<file path="src/sv/rlm_pkg.sv">
// Shared types and constants for the RMS window level meter.
// No dependencies; every other file of the block refers to it by scoped names.
`default_nettype none

package rlm_pkg;

   // Widths of the sample word and of the result word.
   localparam int SAMPLE_W = 16;
   localparam int LEVEL_W  = 8;

   // A full-scale square is 2^30 and needs 31 bits.
   localparam int SQ_LOG = 2 * (SAMPLE_W - 1);
   localparam int SQ_W   = SQ_LOG + 1;

   // Window queue between the accumulator and the level unit.
   localparam int QUEUE_DEPTH = 4;
   localparam int QUEUE_PTR_W = $clog2(QUEUE_DEPTH);
   localparam int QUEUE_CNT_W = $clog2(QUEUE_DEPTH + 1);

   // Occupancy of the window queue as seen by both of its neighbors.
   typedef struct packed {
      logic                   empty;
      logic [QUEUE_CNT_W-1:0] used;
   } rlm_queue_status_type;

endpackage

`default_nettype wire

</file>
<file path="src/sv/rms_window_led_level_meter_unit.sv">
// RMS window LED level meter, top level.
// Instantiates rlm_front, rlm_queue and rlm_back; depends on rlm_pkg.
//
// Usage: the req channel carries one signed 16-bit PCM sample per word with a
// last flag that closes the measurement window. A window also closes on its
// MAX_WINDOW-th word. For each closed window the rsp channel carries one 8-bit
// level, the largest L with L^4 * 2^30 * count <= 255^4 * sum of squares.
// Both channels use valid/stall; a word moves when valid is high and stall low.
// Throughput: one sample word per cycle within a window while req_stall is low.
// The level unit takes one closed window at a time: a multiply over the ND
// 24-bit digits of the square sum, ND = ceil((30 + CW) / 24) and CW =
// clog2(MAX_WINDOW + 1), then a restoring divide and a fourth-root search. A
// four-entry window queue absorbs bursts of short windows; req_stall rises when
// it cannot take another one.
// Reset (synchronous) empties the window, the queue and the result register.
// While rsp_stall is high the level is held; the level unit finishes its
// next window and then waits, and the queue keeps filling until it is full.
`default_nettype none

module rms_window_led_level_meter_unit #(
   parameter int MAX_WINDOW = 1024
) (
   input  logic                                clock,
   input  logic                                reset,
   input  logic                                req_valid,
   output logic                                req_stall,
   input  logic signed [rlm_pkg::SAMPLE_W-1:0] req_sample,
   input  logic                                req_last,
   output logic                                rsp_valid,
   input  logic                                rsp_stall,
   output logic [rlm_pkg::LEVEL_W-1:0]         rsp_level
);

   localparam int CW = $clog2(MAX_WINDOW + 1);
   localparam int SW = rlm_pkg::SQ_LOG + CW;

   rlm_pkg::rlm_queue_status_type q_status;
   logic                          q_push;
   logic [SW+CW-1:0]              q_push_data;
   logic                          q_pop;
   logic [SW+CW-1:0]              q_pop_data;

   // Accumulator for the open window.
   rlm_front #(
      .MAX_WINDOW (MAX_WINDOW),
      .CW         (CW),
      .SW         (SW)
   ) u_front (
      .clock      (clock),
      .reset      (reset),
      .req_valid  (req_valid),
      .req_stall  (req_stall),
      .req_sample (req_sample),
      .req_last   (req_last),
      .q_status   (q_status),
      .q_push     (q_push),
      .q_data     (q_push_data)
   );

   // Closed windows waiting for the level unit.
   rlm_queue #(
      .WIDTH (SW + CW)
   ) u_queue (
      .clock     (clock),
      .reset     (reset),
      .push      (q_push),
      .push_data (q_push_data),
      .pop       (q_pop),
      .pop_data  (q_pop_data),
      .status    (q_status)
   );

   // Level unit and result register.
   rlm_back #(
      .MAX_WINDOW (MAX_WINDOW),
      .CW         (CW),
      .SW         (SW)
   ) u_back (
      .clock     (clock),
      .reset     (reset),
      .q_status  (q_status),
      .q_data    (q_pop_data),
      .q_pop     (q_pop),
      .rsp_valid (rsp_valid),
      .rsp_stall (rsp_stall),
      .rsp_level (rsp_level)
   );

endmodule

`default_nettype wire

</file>
<file path="src/sv/rlm_queue.sv">
// Short queue of closed windows (square sum and sample count).
// Depends on rlm_pkg for depth, pointer widths and the status struct.
`default_nettype none

module rlm_queue #(
   parameter int WIDTH = 52
) (
   input  logic                            clock,
   input  logic                            reset,
   input  logic                            push,
   input  logic [WIDTH-1:0]                push_data,
   input  logic                            pop,
   output logic [WIDTH-1:0]                pop_data,
   output rlm_pkg::rlm_queue_status_type   status
);

   logic [WIDTH-1:0]                 mem_ff [rlm_pkg::QUEUE_DEPTH];
   logic [rlm_pkg::QUEUE_PTR_W-1:0]  wr_ptr_ff;
   logic [rlm_pkg::QUEUE_PTR_W-1:0]  rd_ptr_ff;
   logic [rlm_pkg::QUEUE_CNT_W-1:0]  used_ff;
   logic [rlm_pkg::QUEUE_CNT_W-1:0]  used_in;

   // Occupancy changes by one on a lone push or a lone pop.
   always_comb begin
      used_in = used_ff;
      if (push && !pop) begin
         used_in = used_ff + rlm_pkg::QUEUE_CNT_W'(1);
      end else if (pop && !push) begin
         used_in = used_ff - rlm_pkg::QUEUE_CNT_W'(1);
      end
   end

   // Pointers and occupancy.
   always_ff @(posedge clock) begin
      if (reset) begin
         wr_ptr_ff <= '0;
         rd_ptr_ff <= '0;
         used_ff   <= '0;
      end else begin
         if (push) begin
            wr_ptr_ff <= wr_ptr_ff + rlm_pkg::QUEUE_PTR_W'(1);
         end
         if (pop) begin
            rd_ptr_ff <= rd_ptr_ff + rlm_pkg::QUEUE_PTR_W'(1);
         end
         used_ff <= used_in;
      end
   end

   // Entry storage; the oldest entry is always presented.
   always_ff @(posedge clock) begin
      if (push) begin
         mem_ff[wr_ptr_ff] <= push_data;
      end
   end

   assign pop_data     = mem_ff[rd_ptr_ff];
   assign status.used  = used_ff;
   assign status.empty = (used_ff == '0);

   // The neighbors never overrun or underrun the queue.
   a_no_overflow: assert property (@(posedge clock) disable iff (reset)
      push |-> (pop || used_ff != rlm_pkg::QUEUE_CNT_W'(rlm_pkg::QUEUE_DEPTH)))
      else $error("window queue written while full");

   a_no_underflow: assert property (@(posedge clock) disable iff (reset)
      pop |-> (used_ff != '0))
      else $error("window queue read while empty");

endmodule

`default_nettype wire

</file>
<file path="src/sv/rlm_front.sv">
// Front end: takes sample words, squares them and accumulates each window.
// Depends on rlm_pkg; pushes closed windows into rlm_queue.
`default_nettype none

module rlm_front #(
   parameter int MAX_WINDOW = 1024,
   parameter int CW         = $clog2(MAX_WINDOW + 1),
   parameter int SW         = rlm_pkg::SQ_LOG + CW
) (
   input  logic                                clock,
   input  logic                                reset,
   input  logic                                req_valid,
   output logic                                req_stall,
   input  logic signed [rlm_pkg::SAMPLE_W-1:0] req_sample,
   input  logic                                req_last,
   input  rlm_pkg::rlm_queue_status_type       q_status,
   output logic                                q_push,
   output logic [SW+CW-1:0]                    q_data
);

   localparam logic [CW-1:0] MAX_CNT = CW'(MAX_WINDOW);

   logic                          accept;
   logic [rlm_pkg::SAMPLE_W-1:0]  raw;
   logic [rlm_pkg::SAMPLE_W-1:0]  mag;
   logic [rlm_pkg::SQ_W-1:0]      sq_in;
   logic                          s1_valid_ff;
   logic                          s1_last_ff;
   logic [rlm_pkg::SQ_W-1:0]      s1_sq_ff;
   logic [SW-1:0]                 sum_ff;
   logic [SW-1:0]                 sum_in;
   logic [CW-1:0]                 cnt_ff;
   logic [CW-1:0]                 cnt_in;
   logic                          close;
   logic [rlm_pkg::QUEUE_CNT_W-1:0] pending;

   // Hold off new words unless the queue has room for the word in flight
   // and for the new one.
   assign pending   = q_status.used + rlm_pkg::QUEUE_CNT_W'(s1_valid_ff);
   assign req_stall = (pending >= rlm_pkg::QUEUE_CNT_W'(rlm_pkg::QUEUE_DEPTH));
   assign accept    = req_valid && !req_stall;

   // Magnitude and square of the sample; -32768 maps to 32768.
   assign raw   = req_sample;
   assign mag   = raw[rlm_pkg::SAMPLE_W-1] ? (rlm_pkg::SAMPLE_W'(0) - raw) : raw;
   assign sq_in = rlm_pkg::SQ_W'(mag) * rlm_pkg::SQ_W'(mag);

   // Square stage.
   always_ff @(posedge clock) begin
      if (reset) begin
         s1_valid_ff <= 1'b0;
      end else begin
         s1_valid_ff <= accept;
      end
      if (accept) begin
         s1_sq_ff   <= sq_in;
         s1_last_ff <= req_last;
      end
   end

   // Accumulate stage: a window closes on the marked word or when full.
   assign sum_in = sum_ff + SW'(s1_sq_ff);
   assign cnt_in = cnt_ff + CW'(1);
   assign close  = s1_last_ff || (cnt_in == MAX_CNT);
   assign q_push = s1_valid_ff && close;
   assign q_data = {sum_in, cnt_in};

   always_ff @(posedge clock) begin
      if (reset) begin
         sum_ff <= '0;
         cnt_ff <= '0;
      end else if (s1_valid_ff) begin
         if (close) begin
            sum_ff <= '0;
            cnt_ff <= '0;
         end else begin
            sum_ff <= sum_in;
            cnt_ff <= cnt_in;
         end
      end
   end

   // An empty window has an empty sum.
   a_empty_window: assert property (@(posedge clock) disable iff (reset)
      (cnt_ff == '0) |-> (sum_ff == '0))
      else $error("square sum nonzero in an empty window");

endmodule

`default_nettype wire

</file>
<file path="src/sv/rlm_back.sv">
// Back end: turns one closed window into a level by a partial-product multiply,
// a restoring divide and a bitwise fourth-root search. Depends on rlm_pkg.
`default_nettype none

module rlm_back #(
   parameter int MAX_WINDOW = 1024,
   parameter int CW         = $clog2(MAX_WINDOW + 1),
   parameter int SW         = rlm_pkg::SQ_LOG + CW
) (
   input  logic                               clock,
   input  logic                               reset,
   input  rlm_pkg::rlm_queue_status_type      q_status,
   input  logic [SW+CW-1:0]                   q_data,
   output logic                               q_pop,
   output logic                               rsp_valid,
   input  logic                               rsp_stall,
   output logic [rlm_pkg::LEVEL_W-1:0]        rsp_level
);

   // 255^4: the full-scale square scaled to the level range.
   localparam int          K_W           = 32;
   localparam logic [K_W-1:0] FULL_SCALE_SQ = 32'd4228250625;
   localparam int DIG_W = 24;
   localparam int ND    = (SW + DIG_W - 1) / DIG_W;
   localparam int PW    = ND * DIG_W;
   localparam int PPW   = DIG_W + K_W;
   localparam int RW    = PW + K_W;
   localparam int NW    = RW - rlm_pkg::SQ_LOG;
   localparam int MCW   = $clog2(ND + 1);
   localparam int QW    = 2 * rlm_pkg::LEVEL_W * 2;
   localparam int DCW   = $clog2(QW);
   localparam int SQW   = 2 * rlm_pkg::LEVEL_W;

   typedef enum logic [2:0] {
      IDLE,
      MUL,
      LOAD,
      DIV,
      ROOT_SQ,
      ROOT_CMP,
      EMIT
   } state_type;

   state_type                    state_ff;
   logic [PW-1:0]                sum_sh_ff;
   logic [CW-1:0]                count_ff;
   logic [PPW-1:0]               pp_ff;
   logic [RW-1:0]                prod_ff;
   logic [MCW-1:0]               mcnt_ff;
   logic [NW-1:0]                rem_ff;
   logic [NW-1:0]                dv_ff;
   logic [QW-1:0]                quot_ff;
   logic [DCW-1:0]               dcnt_ff;
   logic [rlm_pkg::LEVEL_W-1:0]  lvl_ff;
   logic [rlm_pkg::LEVEL_W-1:0]  probe_ff;
   logic [SQW-1:0]               sq_ff;
   logic                         rsp_valid_ff;
   logic [rlm_pkg::LEVEL_W-1:0]  rsp_level_ff;

   logic [DIG_W-1:0]             digit;
   logic [PPW-1:0]               pp_prod;
   logic [RW-1:0]                prod_sum;
   logic                         div_fits;
   logic [NW-1:0]                rem_diff;
   logic [rlm_pkg::LEVEL_W-1:0]  trial;
   logic [SQW-1:0]               sq_prod;
   logic [QW-1:0]                quad;
   logic                         root_fits;

   // Multiply: one 24-bit digit of the sum per cycle, most significant first.
   assign digit    = sum_sh_ff[PW-1 -: DIG_W];
   assign pp_prod  = PPW'(digit) * PPW'(FULL_SCALE_SQ);
   assign prod_sum = (prod_ff << DIG_W) + RW'(pp_ff);

   // Divide: one quotient bit per cycle.
   assign div_fits = (rem_ff >= dv_ff);
   assign rem_diff = rem_ff - dv_ff;

   // Root search: one level bit per ROOT_SQ and ROOT_CMP pair, square then square again.
   assign trial     = lvl_ff | probe_ff;
   assign sq_prod   = SQW'(trial) * SQW'(trial);
   assign quad      = QW'(sq_ff) * QW'(sq_ff);
   assign root_fits = (quad <= quot_ff);

   assign q_pop     = (state_ff == IDLE) && !q_status.empty;
   assign rsp_valid = rsp_valid_ff;
   assign rsp_level = rsp_level_ff;

   // Sequencer with the result register.
   always_ff @(posedge clock) begin
      if (reset) begin
         state_ff     <= IDLE;
         rsp_valid_ff <= 1'b0;
      end else begin
         if (rsp_valid_ff && !rsp_stall && state_ff != EMIT) begin
            rsp_valid_ff <= 1'b0;
         end
         unique case (state_ff)
            IDLE: begin
               if (!q_status.empty) begin
                  sum_sh_ff <= PW'(q_data[SW+CW-1:CW]);
                  count_ff  <= q_data[CW-1:0];
                  mcnt_ff   <= '0;
                  prod_ff   <= '0;
                  state_ff  <= MUL;
               end
            end
            MUL: begin
               pp_ff     <= pp_prod;
               sum_sh_ff <= sum_sh_ff << DIG_W;
               mcnt_ff   <= mcnt_ff + MCW'(1);
               if (mcnt_ff != '0) begin
                  prod_ff <= prod_sum;
               end
               if (mcnt_ff == MCW'(ND)) begin
                  state_ff <= LOAD;
               end
            end
            LOAD: begin
               rem_ff   <= prod_ff[RW-1:rlm_pkg::SQ_LOG];
               dv_ff    <= NW'(count_ff) << (QW - 1);
               dcnt_ff  <= '0;
               state_ff <= DIV;
            end
            DIV: begin
               if (div_fits) begin
                  rem_ff <= rem_diff;
               end
               quot_ff <= {quot_ff[QW-2:0], div_fits};
               dv_ff   <= dv_ff >> 1;
               dcnt_ff <= dcnt_ff + DCW'(1);
               if (dcnt_ff == DCW'(QW - 1)) begin
                  lvl_ff   <= '0;
                  probe_ff <= rlm_pkg::LEVEL_W'(1) << (rlm_pkg::LEVEL_W - 1);
                  state_ff <= ROOT_SQ;
               end
            end
            ROOT_SQ: begin
               sq_ff    <= sq_prod;
               state_ff <= ROOT_CMP;
            end
            ROOT_CMP: begin
               if (root_fits) begin
                  lvl_ff <= trial;
               end
               probe_ff <= probe_ff >> 1;
               state_ff <= probe_ff[0] ? EMIT : ROOT_SQ;
            end
            EMIT: begin
               if (!rsp_valid_ff || !rsp_stall) begin
                  rsp_valid_ff <= 1'b1;
                  rsp_level_ff <= lvl_ff;
                  state_ff     <= IDLE;
               end
            end
            default: begin
               state_ff <= IDLE;
            end
         endcase
      end
   end

   // The quotient never exceeds full scale, so the level saturates at 255.
   a_quot_bound: assert property (@(posedge clock) disable iff (reset)
      (state_ff == EMIT) |-> (quot_ff <= QW'(FULL_SCALE_SQ)))
      else $error("quotient above full scale");

   // The divide leaves a remainder below the sample count.
   a_rem_bound: assert property (@(posedge clock) disable iff (reset)
      (state_ff == EMIT) |-> (rem_ff < NW'(count_ff)))
      else $error("divide remainder not below divisor");

   // A new result word only comes out of the emit step.
   a_emit_source: assert property (@(posedge clock) disable iff (reset)
      $rose(rsp_valid_ff) |-> $past(state_ff == EMIT))
      else $error("result word raised outside the emit step");

endmodule

`default_nettype wire
</file>
<file path="config.mk">
export PLATFORM = sky130hd
export DESIGN_NAME = rms_window_led_level_meter_unit
export DESIGN_NICKNAME = d
export VERILOG_FILES = /design/src/sv/rlm_pkg.sv /design/src/sv/rms_window_led_level_meter_unit.sv /design/src/sv/rlm_queue.sv /design/src/sv/rlm_front.sv /design/src/sv/rlm_back.sv
export SDC_FILE = /design/constraint.sdc
export NUM_CORES = 2
export LEC_CHECK = 0
export ABC_CLOCK_PERIOD_IN_PS = 26100
export BUFFER_PORTS_ARGS = -buffer_cell sky130_fd_sc_hd__buf_2
export CAP_MARGIN = 20
export CORE_MARGIN = 3
export CORE_UTILIZATION = 35
export CTS_BUF_LIST = sky130_fd_sc_hd__clkbuf_2
export DETAILED_ROUTE_END_ITERATION = 10
export PLACE_DENSITY = 0.46
export SETUP_SLACK_MARGIN = 0.2
export SLEW_MARGIN = 20
export SYNTH_ARGS = -nofsm -noshare
export SYNTH_HDL_FRONTEND = slang
export SYNTH_SLANG_ARGS = --single-unit
export TNS_END_PERCENT = 100
</file>
<file path="constraint.sdc">
create_clock -name clock -period 26.1 [get_ports clock]
set_input_delay 1.305 -clock clock [delete_from_list [all_inputs] [get_ports clock]]
set_output_delay 1.305 -clock clock [all_outputs]
set_load 0.05 [all_outputs]
</file>
==> results.sh <==
export IMPL_syn2layout_area_growth_pct=7.80
export IMPL_required_ns=27.23
export IMPL_cap_violations=0
export IMPL_drv_slew=0
export IMPL_drc_errors=0
export IMPL_maxSlewHeadroom_pct=28.6
export IMPL_fillers=16200
export IMPL_tightest_slew_ns=1.07
export IMPL_worstPathMaxFanout=12
export IMPL_cts_clk_slew_worst_paths_ns=0.13
export IMPL_crit_top_cell="fa_1"
export IMPL_setup_viol=0
export IMPL_status="completed"
export IMPL_synth_seq_cells=670
export IMPL_cpPeakStageDelay_ns=0.76
export IMPL_fin_hold_ws_ns=0.379
export IMPL_synth_edff_count=604
export IMPL_ios=31
export IMPL_hold_class="in -> reg"
export IMPL_gp_congestion=0.871
export IMPL_path_class="reg -> reg"
export IMPL_clk_path_buf_depth=3
export IMPL_clockRootBuffer="clkbuf_2"
export IMPL_finalNetCount=6628
export IMPL_die_y_um=409
export IMPL_cp_num_buf_inv=3
export IMPL_die_w_um=409
export IMPL_cts_hold_buf=4
export IMPL_cts_tree="done"
export IMPL_hold_viol=0
export IMPL_wirelength_um=141000
export IMPL_postCtsSetupBuffers=0
export IMPL_mostFrequentLayoutCells="inv_1 (927), ha_1 (607), edfxtp_1 (604)"
export IMPL_cts_max_level=4
export IMPL_synth_ff_type="edfxtp_1"
export IMPL_routedWlPerCell_um=18.1
export IMPL_cts_buffers=186
export IMPL_clock_sinks=670
export IMPL_clock_skew_ns=0.112
export IMPL_synth_warnings=0
export IMPL_grt_usage_pct=17.3
export IMPL_avgSynthCellArea_um2=10.7
export IMPL_grt_pass1_vias=39900
export IMPL_grt_max_degree=92
export IMPL_critPathArrivalTime_ns=10.18
export IMPL_via_per_inst=4.87
export IMPL_async_reset_ff_share_pct=0
export IMPL_insertion_delay_ns=1.57
export IMPL_ant_nets=0
export IMPL_layout_commonest_cell="inv_1"
export IMPL_num_rows=147
export IMPL_antenna_found_initial=7
export IMPL_dieArea_mm2=0.167
export IMPL_fin_setup_tns_ns=0
export IMPL_drive_gt1_share_pct=8.46
export IMPL_period_share_pct=34.7
export IMPL_synth_cell_type_count=95
export IMPL_grt_pass1_wl_um=226000
export IMPL_io_buffer_count=30
export IMPL_drt_iter0_drc=2107
export IMPL_ctsResizeCount=0
export IMPL_dr_pass1_iters=5
export IMPL_grt_overflow=0
export IMPL_core_area_mm2=0.161
export IMPL_crit_path_end_kind="register"
export IMPL_period_needed_ns=9.05
export IMPL_ys_seq_area_share_pct=34.2
export IMPL_syn_area_mm2=0.0569
export IMPL_dpl_hpwl_um=108000
export IMPL_start_kind="register"
export IMPL_rsz0062_at_grt="no"
export IMPL_synth_cells=5338
export IMPL_slowest_stage="edfxtp_1"
export IMPL_start_util_pct=35.3
export IMPL_route_vias_total=37900
export IMPL_crit_family="adder cells"
export IMPL_fmax_ghz=0.110
area by class of cell:
cell class              instances  area [um^2]  area share (%)
clock buffers                 254         1270            2.07
well taps                    2160         2700            4.41
inverters                     935         3510            5.72
flip-flops and latches        670        19500            31.7
clock inverters                81          429           0.700
repair buffers                 69          453           0.739
diodes                          5         12.5          0.0204
multi-input cells            3606        33500            54.6
cells in the mapped netlist, types with 15 or more instances:
cell	number	share of area [%]
or3_1	25	0.27
fa_1	532	19
o21ai_0	172	1.5
nand2b_1	25	0.27
a211oi_1	30	0.40
o211ai_1	19	0.25
nand4_1	46	0.51
a22oi_1	20	0.26
a21oi_1	227	2.0
nand2_1	390	2.6
nand3_1	87	0.77
clkbuf_1	124	0.82
inv_1	927	6.1
nor2b_1	50	0.55
o21a_1	36	0.48
and3_1	57	0.63
nor3_1	62	0.55
ha_1	607	13
xnor2_1	170	2.6
or2_2	15	0.16
dfxtp_1	66	2.3
and2_1	99	1.1
mux4_2	52	2.1
edfxtp_1	604	32
o21bai_1	31	0.41
a31oi_1	30	0.33
nor2_1	367	2.4
xor2_1	93	1.4
a21o_1	115	1.5
or4_1	17	0.22
registers in the layout, indices dropped and copies added (netlist names), named ones only:
signal,count
u_back.state_ff,3
u_front.s1_sq_ff,30
u_back.dcnt_ff,5
u_back.probe_ff,8
u_queue.rd_ptr_ff,2
u_back.rem_ff,50
u_front.s1_valid_ff,1
u_back.dv_ff,42
u_back.sq_ff,15
u_back.lvl_ff,8
u_front.sum_ff,41
u_back.sum_sh_ff,48
u_back.rsp_level,8
u_back.pp_ff,56
u_back.rsp_valid,1
u_front.cnt_ff,11
u_back.mcnt_ff,2
u_front.s1_last_ff,1
u_queue.wr_ptr_ff,2
u_back.count_ff,11
u_back.prod_ff,80
u_back.quot_ff,32
u_queue.mem_ff,208
u_queue.used_ff,3
worst reg2reg max path, delay by kind of cell, from the launching register on:
kind | cells | cell delay (ns)
AO/OA/AOI/OAI | 15 | 3.40
adder cells (fa/ha/maj) | 8 | 3.69
flip-flops | 1 | 0.76
buffers and inverters | 3 | 0.43
AND/OR/NAND/NOR | 3 | 0.37
path summary, 6_finish.rpt:
path	cells after the start	slack (ns)	to	startpoint
worst max-delay path	29	17.05	u_back.lvl_ff[3]	u_back.sq_ff[12]
worst min-delay path	3	0.38	u_back.rsp_valid	rsp_stall
worst max register to register	29	17.05	u_back.lvl_ff[3]	u_back.sq_ff[12]
worst min register to register	0	0.43	u_back.quot_ff[8]	u_back.quot_ff[7]
cell families after synthesis:
group | share of synthesized area, %
DFF | 34.2
other | 0.0132
buffers and inverters | 7.21
adders and majority gates | 32.1
and+or+nand+nor | 10.7
muxes | 2.24
xor gates and xnor gates | 4.05
AOI/OAI and AO/OA | 9.54
metrics by stage:
step / utilization [%] / setup slack, ns / cells / cell area [um^2]
floorplan: - / 10.14 / 5362 / 57000
global placement: 37.0 / 16.52 / 7435 / 59600
detailed placement: 37.0 / 16.45 / 7435 / 59600
CTS: 38.1 / 16.96 / 7774 / 61300
global route: 38.1 / 16.32 / 7780 / 61300
finish: 38.1 / 17.05 / 7780 / 61300
per-layer routing:
metal	GRT usage, %	share of wire [%]
met1	23.7	47
met2	28.1	46
met3	3.38	4.7
met4	4.05	1.7
met5	0	0
Power is not shown: default switching activity piles up to over one toggle a cycle in this logic, so the estimate is an artifact.
